`config.mk`:
```
export PLATFORM = sky130hd
export DESIGN_NAME = frame_receiver_validator_crc32c
export DESIGN_NICKNAME = d
export VERILOG_FILES = /design/src/rtl/core/frv_pkg.sv /design/src/rtl/core/frv_rx_reg.sv /design/src/rtl/core/frv_hdr_check.sv /design/src/rtl/core/frv_crc_byte.sv /design/src/rtl/core/frame_receiver_validator_crc32c.sv
export SDC_FILE = /design/constraint.sdc
export NUM_CORES = 1
export LEC_CHECK = 0
export ABC_AREA = 1
export BUFFER_PORTS_ARGS = -buffer_cell sky130_fd_sc_hd__buf_2
export CAP_MARGIN = 20
export CORE_MARGIN = 5
export CORE_UTILIZATION = 61
export DETAILED_ROUTE_END_ITERATION = 8
export PLACE_DENSITY_LB_ADDON = 0.05
export SLEW_MARGIN = 25
export SYNTH_ARGS = -nofsm -noshare
export SYNTH_HDL_FRONTEND = slang
export SYNTH_SLANG_ARGS = --single-unit
```
`constraint.sdc`:
```
create_clock -name clk -period 10.6 [get_ports clk]
set_input_delay 1.59 -clock clk [delete_from_list [all_inputs] [get_ports clk]]
set_output_delay 1.59 -clock clk [all_outputs]
set_load 0.02 [all_outputs]
```
`src/rtl/core/frv_pkg.sv`:
```
// Shared types, codes and header layout constants for the frame receiver.
`timescale 1ns / 1ps

package frv_pkg;

	localparam int unsigned HDR_BYTES    = 20;
	localparam int unsigned TYPE_LIMIT   = 13;
	localparam int unsigned OFF_MAGIC    = 0;
	localparam int unsigned OFF_REVISION = 4;
	localparam int unsigned OFF_TYPE     = 6;
	localparam int unsigned OFF_FLAGS    = 8;
	localparam int unsigned OFF_RESERVED = 10;
	localparam int unsigned OFF_LENGTH   = 12;
	localparam int unsigned OFF_CRC      = 16;
	localparam int unsigned HDR_W        = HDR_BYTES * 8;

	localparam logic [31:0] CRC_POLY = 32'h82F6_3B78;
	localparam logic [31:0] CRC_INIT = 32'hFFFF_FFFF;

	// event codes on the receive channel
	localparam logic [1:0] KIND_DATA  = 2'd0;
	localparam logic [1:0] KIND_END   = 2'd1;
	localparam logic [1:0] KIND_CLOSE = 2'd2;

	// result status codes
	localparam logic [2:0] ST_OK    = 3'd0;
	localparam logic [2:0] ST_PROTO = 3'd1;
	localparam logic [2:0] ST_CRC   = 3'd2;
	localparam logic [2:0] ST_TRUNC = 3'd3;
	localparam logic [2:0] ST_XPORT = 3'd4;

	// register indexes on the APB port
	localparam logic [1:0] REG_MAGIC    = 2'd0;
	localparam logic [1:0] REG_REVISION = 2'd1;
	localparam logic [1:0] REG_MAX_LEN  = 2'd2;

	typedef enum logic [0:0] {
		PH_HEADER  = 1'b0,
		PH_PAYLOAD = 1'b1
	} phase_t;

	typedef struct packed {
		logic [1:0] kind;
		logic [7:0] data_byte;
	} rx_beat_t;

	typedef struct packed {
		logic        has_byte;
		logic [7:0]  payload_byte;
		logic        last;
		logic [2:0]  status;
		logic [3:0]  msg_type;
		logic [15:0] frame_flags;
		logic [31:0] payload_length;
	} res_beat_t;

	typedef struct packed {
		logic [31:0] magic;
		logic [15:0] revision;
		logic [31:0] max_len;
	} cfg_t;

	typedef struct packed {
		logic        good;
		logic [3:0]  msg_type;
		logic [15:0] flags;
		logic [31:0] length;
		logic [31:0] crc;
	} hdr_info_t;

endpackage

```
`src/rtl/core/frv_rx_reg.sv`:
```
// Input register stage for receive beats.
`timescale 1ns / 1ps

module frv_rx_reg
	import frv_pkg::*;
(
	input  logic     clk,
	input  logic     arst_n,
	input  logic     rx_valid,
	input  rx_beat_t rx_beat,
	output logic     rx_ready,
	input  logic     advance,
	output logic     valid_s1,
	output rx_beat_t beat_s1
);

	// the stage reloads whenever it is empty or its beat moves on this cycle
	assign rx_ready = !valid_s1 || advance;

	always_ff @(posedge clk or negedge arst_n) begin
		if (!arst_n) begin
			valid_s1 <= 1'b0;
		end else if (rx_ready) begin
			valid_s1 <= rx_valid;
		end
	end

	always_ff @(posedge clk) begin
		if (rx_ready && rx_valid) begin
			beat_s1 <= rx_beat;
		end
	end

endmodule

```
`src/rtl/core/frv_hdr_check.sv`:
```
// Header field extraction and validity checks.
`timescale 1ns / 1ps

module frv_hdr_check
	import frv_pkg::*;
(
	input  logic [HDR_W-1:0] hdr,
	input  cfg_t             cfg,
	output hdr_info_t        info
);

	logic [31:0] magic;
	logic [15:0] revision;
	logic [15:0] ty;
	logic [15:0] reserved;

	always_comb begin
		magic    = hdr[OFF_MAGIC*8 +: 32];
		revision = hdr[OFF_REVISION*8 +: 16];
		ty       = hdr[OFF_TYPE*8 +: 16];
		reserved = hdr[OFF_RESERVED*8 +: 16];

		info.msg_type = ty[3:0];
		info.flags    = hdr[OFF_FLAGS*8 +: 16];
		info.length   = hdr[OFF_LENGTH*8 +: 32];
		info.crc      = hdr[OFF_CRC*8 +: 32];
		info.good     = (magic == cfg.magic)
			&& (revision == cfg.revision)
			&& (ty <= 16'(TYPE_LIMIT))
			&& (reserved == 16'd0)
			&& (info.length <= cfg.max_len);
	end

endmodule

```
`src/rtl/core/frv_crc_byte.sv`:
```
// One-byte update of a reflected CRC-32C.
`timescale 1ns / 1ps

module frv_crc_byte
	import frv_pkg::*;
(
	input  logic [31:0] crc_in,
	input  logic [7:0]  data,
	output logic [31:0] crc_out
);

	logic [31:0] c;

	always_comb begin
		c = crc_in ^ {24'd0, data};
		for (int i = 0; i < 8; i++) begin
			c = c[0] ? ((c >> 1) ^ CRC_POLY) : (c >> 1);
		end
		crc_out = c;
	end

endmodule

```
`src/rtl/core/frame_receiver_validator_crc32c.sv`:
```
// Top level of the length-prefixed frame receiver with CRC-32C payload check.
`timescale 1ns / 1ps

// Usage
//   rx channel (rx_valid/rx_ready/rx_beat): one event per beat; kind is a data
//   byte, "no more data" or "stream closed". A 20-byte little-endian header is
//   collected and checked against the APB registers (magic, revision, max
//   payload length), the type limit and a zero reserved word.
//   res channel (res_valid/res_ready/res_beat): each payload byte comes out as
//   one beat; the last payload byte carries last=1 and ok/checksum status.
//   Header failures, truncation and transport errors give a single last beat.
// Timing
//   A beat taken in sits in the input stage and is processed from there into
//   the result register, which drives res_valid; a stall on res_ready holds
//   the beat in the input stage. One beat per cycle sustained while res_ready
//   stays high; the CRC byte update plus final compare in the payload path
//   sets the cycle time.
// Reset and stalls
//   arst_n clears the registers to magic 0, revision 0, max length all ones,
//   and puts the receiver back to waiting for a header. When res_ready is low
//   the result register holds; the input stage still takes one more beat, then
//   rx_ready drops until the result is taken.

module frame_receiver_validator_crc32c
	import frv_pkg::*;
(
	input  logic        clk,
	input  logic        arst_n,
	input  logic        rx_valid,
	output logic        rx_ready,
	input  rx_beat_t    rx_beat,
	output logic        res_valid,
	input  logic        res_ready,
	output res_beat_t   res_beat,
	input  logic        psel,
	input  logic        penable,
	input  logic        pwrite,
	input  logic [3:0]  paddr,
	input  logic [31:0] pwdata,
	output logic [31:0] prdata,
	output logic        pready
);

	cfg_t cfg_q;

	logic     valid_s1;
	rx_beat_t beat_s1;
	logic     advance;
	logic     fire;

	phase_t           phase_q, phase_d;
	logic [4:0]       hdr_cnt_q, hdr_cnt_d;
	logic [HDR_W-1:0] hdr_q, hdr_d;
	logic [31:0]      left_q, left_d;
	logic [31:0]      crc_q, crc_d;
	logic [3:0]       type_q, type_d;
	logic [15:0]      flags_q, flags_d;
	logic [31:0]      len_q, len_d;
	logic [31:0]      fcs_q, fcs_d;

	logic        emit;
	res_beat_t   res_d;
	logic        res_valid_q;
	res_beat_t   res_q;

	hdr_info_t   info;
	logic [31:0] crc_next;
	logic [31:0] left_dec;
	logic        in_pay;

	// ---------------- configuration port ----------------
	assign pready = 1'b1;

	always_ff @(posedge clk or negedge arst_n) begin
		if (!arst_n) begin
			cfg_q.magic    <= 32'd0;
			cfg_q.revision <= 16'd0;
			cfg_q.max_len  <= 32'hFFFF_FFFF;
		end else if (psel && penable && pwrite && pready) begin
			case (paddr[3:2])
				REG_MAGIC:    cfg_q.magic    <= pwdata;
				REG_REVISION: cfg_q.revision <= pwdata[15:0];
				REG_MAX_LEN:  cfg_q.max_len  <= pwdata;
				default:      ;
			endcase
		end
	end

	always_comb begin
		case (paddr[3:2])
			REG_MAGIC:    prdata = cfg_q.magic;
			REG_REVISION: prdata = {16'd0, cfg_q.revision};
			REG_MAX_LEN:  prdata = cfg_q.max_len;
			default:      prdata = 32'd0;
		endcase
	end

	// ---------------- input stage ----------------
	// the stage moves on whenever the result register is free or being drained
	assign advance = !res_valid_q || res_ready;
	assign fire    = valid_s1 && advance;

	frv_rx_reg u_rx_reg (
		.clk      (clk),
		.arst_n   (arst_n),
		.rx_valid (rx_valid),
		.rx_beat  (rx_beat),
		.rx_ready (rx_ready),
		.advance  (advance),
		.valid_s1 (valid_s1),
		.beat_s1  (beat_s1)
	);

	// ---------------- datapath helpers ----------------
	// header as it stands once the current byte is shifted in
	assign hdr_d = {beat_s1.data_byte, hdr_q[HDR_W-1:8]};

	frv_hdr_check u_hdr_check (
		.hdr  (hdr_d),
		.cfg  (cfg_q),
		.info (info)
	);

	frv_crc_byte u_crc_byte (
		.crc_in  (crc_q),
		.data    (beat_s1.data_byte),
		.crc_out (crc_next)
	);

	assign left_dec = left_q - 32'd1;
	assign in_pay   = (phase_q == PH_PAYLOAD);

	// ---------------- next state and result ----------------
	always_comb begin
		phase_d   = phase_q;
		hdr_cnt_d = hdr_cnt_q;
		left_d    = left_q;
		crc_d     = crc_q;
		type_d    = type_q;
		flags_d   = flags_q;
		len_d     = len_q;
		fcs_d     = fcs_q;
		emit      = 1'b0;

		// header fields go out while a frame's payload is running or with an empty frame's result
		res_d.has_byte       = 1'b0;
		res_d.payload_byte   = 8'd0;
		res_d.last           = 1'b1;
		res_d.status         = ST_OK;
		res_d.msg_type       = in_pay ? type_q : 4'd0;
		res_d.frame_flags    = in_pay ? flags_q : 16'd0;
		res_d.payload_length = in_pay ? len_q : 32'd0;

		case (beat_s1.kind)
			KIND_CLOSE: begin
				emit         = 1'b1;
				res_d.status = ST_XPORT;
				phase_d      = PH_HEADER;
				hdr_cnt_d    = 5'd0;
				crc_d        = CRC_INIT;
			end
			KIND_END: begin
				emit         = 1'b1;
				// nothing received at all counts as a transport failure
				res_d.status = (!in_pay && hdr_cnt_q == 5'd0) ? ST_XPORT : ST_TRUNC;
				phase_d      = PH_HEADER;
				hdr_cnt_d    = 5'd0;
				crc_d        = CRC_INIT;
			end
			KIND_DATA: begin
				if (!in_pay) begin
					if (hdr_cnt_q == 5'(HDR_BYTES - 1)) begin
						hdr_cnt_d = 5'd0;
						if (!info.good) begin
							emit           = 1'b1;
							res_d.status   = ST_PROTO;
						end else if (info.length == 32'd0) begin
							// empty frame: header CRC must be zero
							emit                 = 1'b1;
							res_d.status         = (info.crc == 32'd0) ? ST_OK : ST_PROTO;
							res_d.msg_type       = info.msg_type;
							res_d.frame_flags    = info.flags;
							res_d.payload_length = info.length;
						end else begin
							phase_d = PH_PAYLOAD;
							left_d  = info.length;
							crc_d   = CRC_INIT;
							type_d  = info.msg_type;
							flags_d = info.flags;
							len_d   = info.length;
							fcs_d   = info.crc;
						end
					end else begin
						hdr_cnt_d = hdr_cnt_q + 5'd1;
					end
				end else begin
					emit               = 1'b1;
					res_d.has_byte     = 1'b1;
					res_d.payload_byte = beat_s1.data_byte;
					left_d             = left_dec;
					crc_d              = crc_next;
					if (left_dec != 32'd0) begin
						res_d.last = 1'b0;
					end else begin
						res_d.status = ((crc_next ^ CRC_INIT) == fcs_q) ? ST_OK : ST_CRC;
						phase_d      = PH_HEADER;
						hdr_cnt_d    = 5'd0;
						crc_d        = CRC_INIT;
					end
				end
			end
			default: ; // unused kind: dropped, no result
		endcase
	end

	// ---------------- state registers ----------------
	always_ff @(posedge clk or negedge arst_n) begin
		if (!arst_n) begin
			phase_q   <= PH_HEADER;
			hdr_cnt_q <= 5'd0;
			crc_q     <= CRC_INIT;
			left_q    <= 32'd0;
		end else if (fire) begin
			phase_q   <= phase_d;
			hdr_cnt_q <= hdr_cnt_d;
			crc_q     <= crc_d;
			left_q    <= left_d;
		end
	end

	always_ff @(posedge clk) begin
		if (fire) begin
			type_q  <= type_d;
			flags_q <= flags_d;
			len_q   <= len_d;
			fcs_q   <= fcs_d;
			if (beat_s1.kind == KIND_DATA && !in_pay) begin
				hdr_q <= hdr_d;
			end
		end
	end

	// ---------------- result register ----------------
	always_ff @(posedge clk or negedge arst_n) begin
		if (!arst_n) begin
			res_valid_q <= 1'b0;
		end else if (advance) begin
			res_valid_q <= fire && emit;
		end
	end

	always_ff @(posedge clk) begin
		if (fire && emit) begin
			res_q <= res_d;
		end
	end

	assign res_valid = res_valid_q;
	assign res_beat  = res_q;

endmodule

```
==> impl_metrics.py <==
metrics = {
    "status": {
        "status": "finished, final reports clean",
    },
    "synthesis": {
        "syn_area_mm2": 0.02192,
        "yosys.area.top_type": "edfxtp_1",
        "syn-num-nets": 2353,
        "synth_edf_count": 311,
        "synthTopCellsByCount": "nand2_1, edfxtp_1, inv_1",
        "syn_avg_cell_area_um2": 9.696,
        "yosysWarnings": 0,
        "ys_ff_latch": 463,
        "ys_types": 52,
        "synth.top_cells.by_area": "edfxtp_1, nand2_1, dfrtp_1, dfstp_2, inv_1",
        "ys_seq_area_frac": 0.6032,
        "syn_inst": 2261,
        "synthArstFlopShare": 0.3283,
        "ys.flop_type": "edfxtp_1",
        "synth_most_common_cell": "nand2_1",
        "synth_top_area_share": 0.4260,
    },
    "timing": {
        "setup_viol_count_final": 0,
        "fmax_mhz": 176.9,
        "rsz0062_at_grt": "false",
        "drv_slew": 0,
        "finalHoldViolCount": 0,
        "max_slew.worst_pin.slew_ns": 0.9960,
        "worst_slack_ns": 4.947,
        "skew_ns": 0.03212,
        "hold_ws_ns": 0.4531,
        "tns_ns": 0,
        "slew_headroom": 0.3319,
        "fin_crit_ns": 5.653,
        "min_period_over_period": 0.5333,
    },
    "layout": {
        "area_growth_pct": 12.98,
        "drive_above_1_share": 0.1466,
        "diodes": 0,
        "finish.net_count": 2495,
        "post-route-util": 0.6981,
    },
    "worst_setup_path": {
        "startpoint_type": "input pin",
        "worstSetupEndpointType": "primary output",
        "ff2ff_path_depth": 9,
        "critPathKind": "in -> out",
        "critPathMaxFanout": 30,
        "worst_ep_required_time_ns": 9.01,
        "cp.arrival_ns": 4.06,
    },
    "die": {
        "fp.dieW_um": 199.6,
        "start_util": 0.6178,
        "ioPinCount": 153,
        "dieArea_mm2": 0.03983,
        "row_count": 69,
        "core_area_mm2": 0.03548,
        "die_y_um": 199.6,
    },
    "clocking": {
        "cts_tree": "done",
        "clockBufferDepth": 3,
        "clock-root-buffer": "clkbuf_16",
        "clkSlewWorstSetupHoldPaths_ns": 0.06,
        "htree_levels": 2,
        "cts_sinks": 463,
        "clkLatencyLatePin_ns": 0.60,
        "post_cts_resized": 0,
        "cts_setup_buffers": 0,
        "numCtsBuffers": 48,
        "holdBufCountCts": 0,
    },
    "placed_design": {
        "hpwl_um": 39110,
        "routabilityCongestion": 0.9251,
        "place_ws_ns": 5.594,
        "io_buffers": 149,
    },
    "global_routing": {
        "grt_pass1_vias": 15520,
        "antenna_found_initial": 0,
        "grt_util_all_layers": 0.2870,
        "grt_max_degree": 86,
        "grt_pass1_wl_um": 87810,
        "globalRouteOverflowTotal": 0,
    },
    "power_and_ir_drop": {
        "p_leak_nw": 11.00,
        "vdd_drop_max_v": 0.0002209,
        "p_per_area_mw_per_mm2": 269.2,
        "power_mw": 6.667,
    },
    "detailed_routing": {
        "num_vias": 16440,
        "wl_per_cell_um": 19.48,
        "drt_pass1_iterations": 5,
        "drc": 0,
        "drt-total-wl_um": 56560,
        "viasPerCell": 5.664,
        "drtIter0Drc": 1572,
        "ant_nets": 0,
    },
    "hold_path": {
        "hold_path_class": "reg -> reg",
        "holdPathStages": 0,
    },
    "run": {
        "drv_cap": 0,
    },
}
## worst max-delay path, stage by stage
cell and delay (ns):
buf_2 0.09, inv_1 0.05, nor2_1 0.34, clkinv_1 0.90, o21ai_0 0.81, buf_2 0.27
## layout make-up
cell class / instances / area [um2]
Tap cell: 461 / 576.8
Inverter: 260 / 977.2
Sequential cell: 463 / 13220
Multi-Input combinational cell: 1468 / 7451
Clock inverter: 23 / 311.5
Fill cell: 2630 / 10710
Timing Repair Buffer: 162 / 857.1
Clock buffer: 66 / 1371
## worst paths after layout
kind,from,end,slack [ns]
min in group asynchronous,arst_n,left_q[8]$_DFFE_PN0P_,0.99
setup reg to reg,hdr_q[59]$_DFFE_PP_,type_q[2]$_DFFE_PP_,6.18
setup / recovery,paddr[3],prdata[31],4.95
hold / removal,hdr_q[90]$_DFFE_PP_,hdr_q[82]$_DFFE_PP_,0.45
hold reg to reg,hdr_q[90]$_DFFE_PP_,hdr_q[82]$_DFFE_PP_,0.45
max in group asynchronous,arst_n,cfg_q[44]$_DFFE_PN0P_,8.37
## registers in the layout, indices dropped and copies added (netlist names)
signal / flops
hdr_q: 152
cfg_q: 80
res_beat: 65
crc_q: 32
fcs_q: 32
left_q: 32
len_q: 32
flags_q: 16
u_rx_reg.beat_s1: 10
hdr_cnt_q: 5
type_q: 4
in_pay: 1
res_valid: 1
u_rx_reg.valid_s1: 1
## logic make-up (layout without fill, tap and decap cells)
group | Yosys count | in the layout | share of synthesized area
AO/OA/AOI/OAI | 226 | 226 | 0.05616
XOR/XNOR | 98 | 98 | 0.04018
adder cells (fa/ha/maj) | 39 | 39 | 0.02226
buffers and inverters | 330 | 511 | 0.05884
flip-flops | 463 | 463 | 0.6032
multiplexers | 13 | 13 | 0.005936
other | 1 | 1 | 0.0001711
AND/OR/NAND/NOR | 1091 | 1091 | 0.2133
## placed cells by master (no fill, tap or decap), drive strengths merged, types with 2 or more instances in the layout
cell      instances
dfstp            64
nand4            30
o21ai           157
nor4             29
nand2           709
bufinv            7
buf             162
clkbuf           66
or2              12
a21oi            33
ha               39
o211ai            8
inv             260
o2111ai           4
nand3b           10
nor3             10
a21o              2
nor3b             2
nand3           186
xor2             46
o22ai             6
xnor2            51
a21boi            2
a31oi             2
nor2            101
mux2i            13
dfrtp            88
o221ai            9
clkinv           14
clkinvlp          2
edfxtp          311
## per-stage QoR
| stage | area, um2 | cells |
|---|---|---|
| floorplan | 21920 | 2261 |
| global placement | 23070 | 2814 |
| detailed placement | 23070 | 2814 |
| CTS | 24750 | 2903 |
| global route | 24770 | 2903 |
| finish | 24770 | 2903 |
## report_power, final
group          switching (mW)  internal (mW)
Sequential              0.235           2.26
Clock                   0.707           1.08
Combinational            1.63          0.758
## layer usage
metal / routed length, um / share of wire / up-vias / track usage
met2: 24950 / 0.44 / 740 / 0.4213
li1: - / - / 7796 / -
met3: 5471 / 0.097 / 71 / 0.05429
met1: 25170 / 0.44 / 7835 / 0.4493
met5: 0 / 0 / - / 0
met4: 971 / 0.017 / 0 / 0.06717
Power figures use the tool's default switching activity.
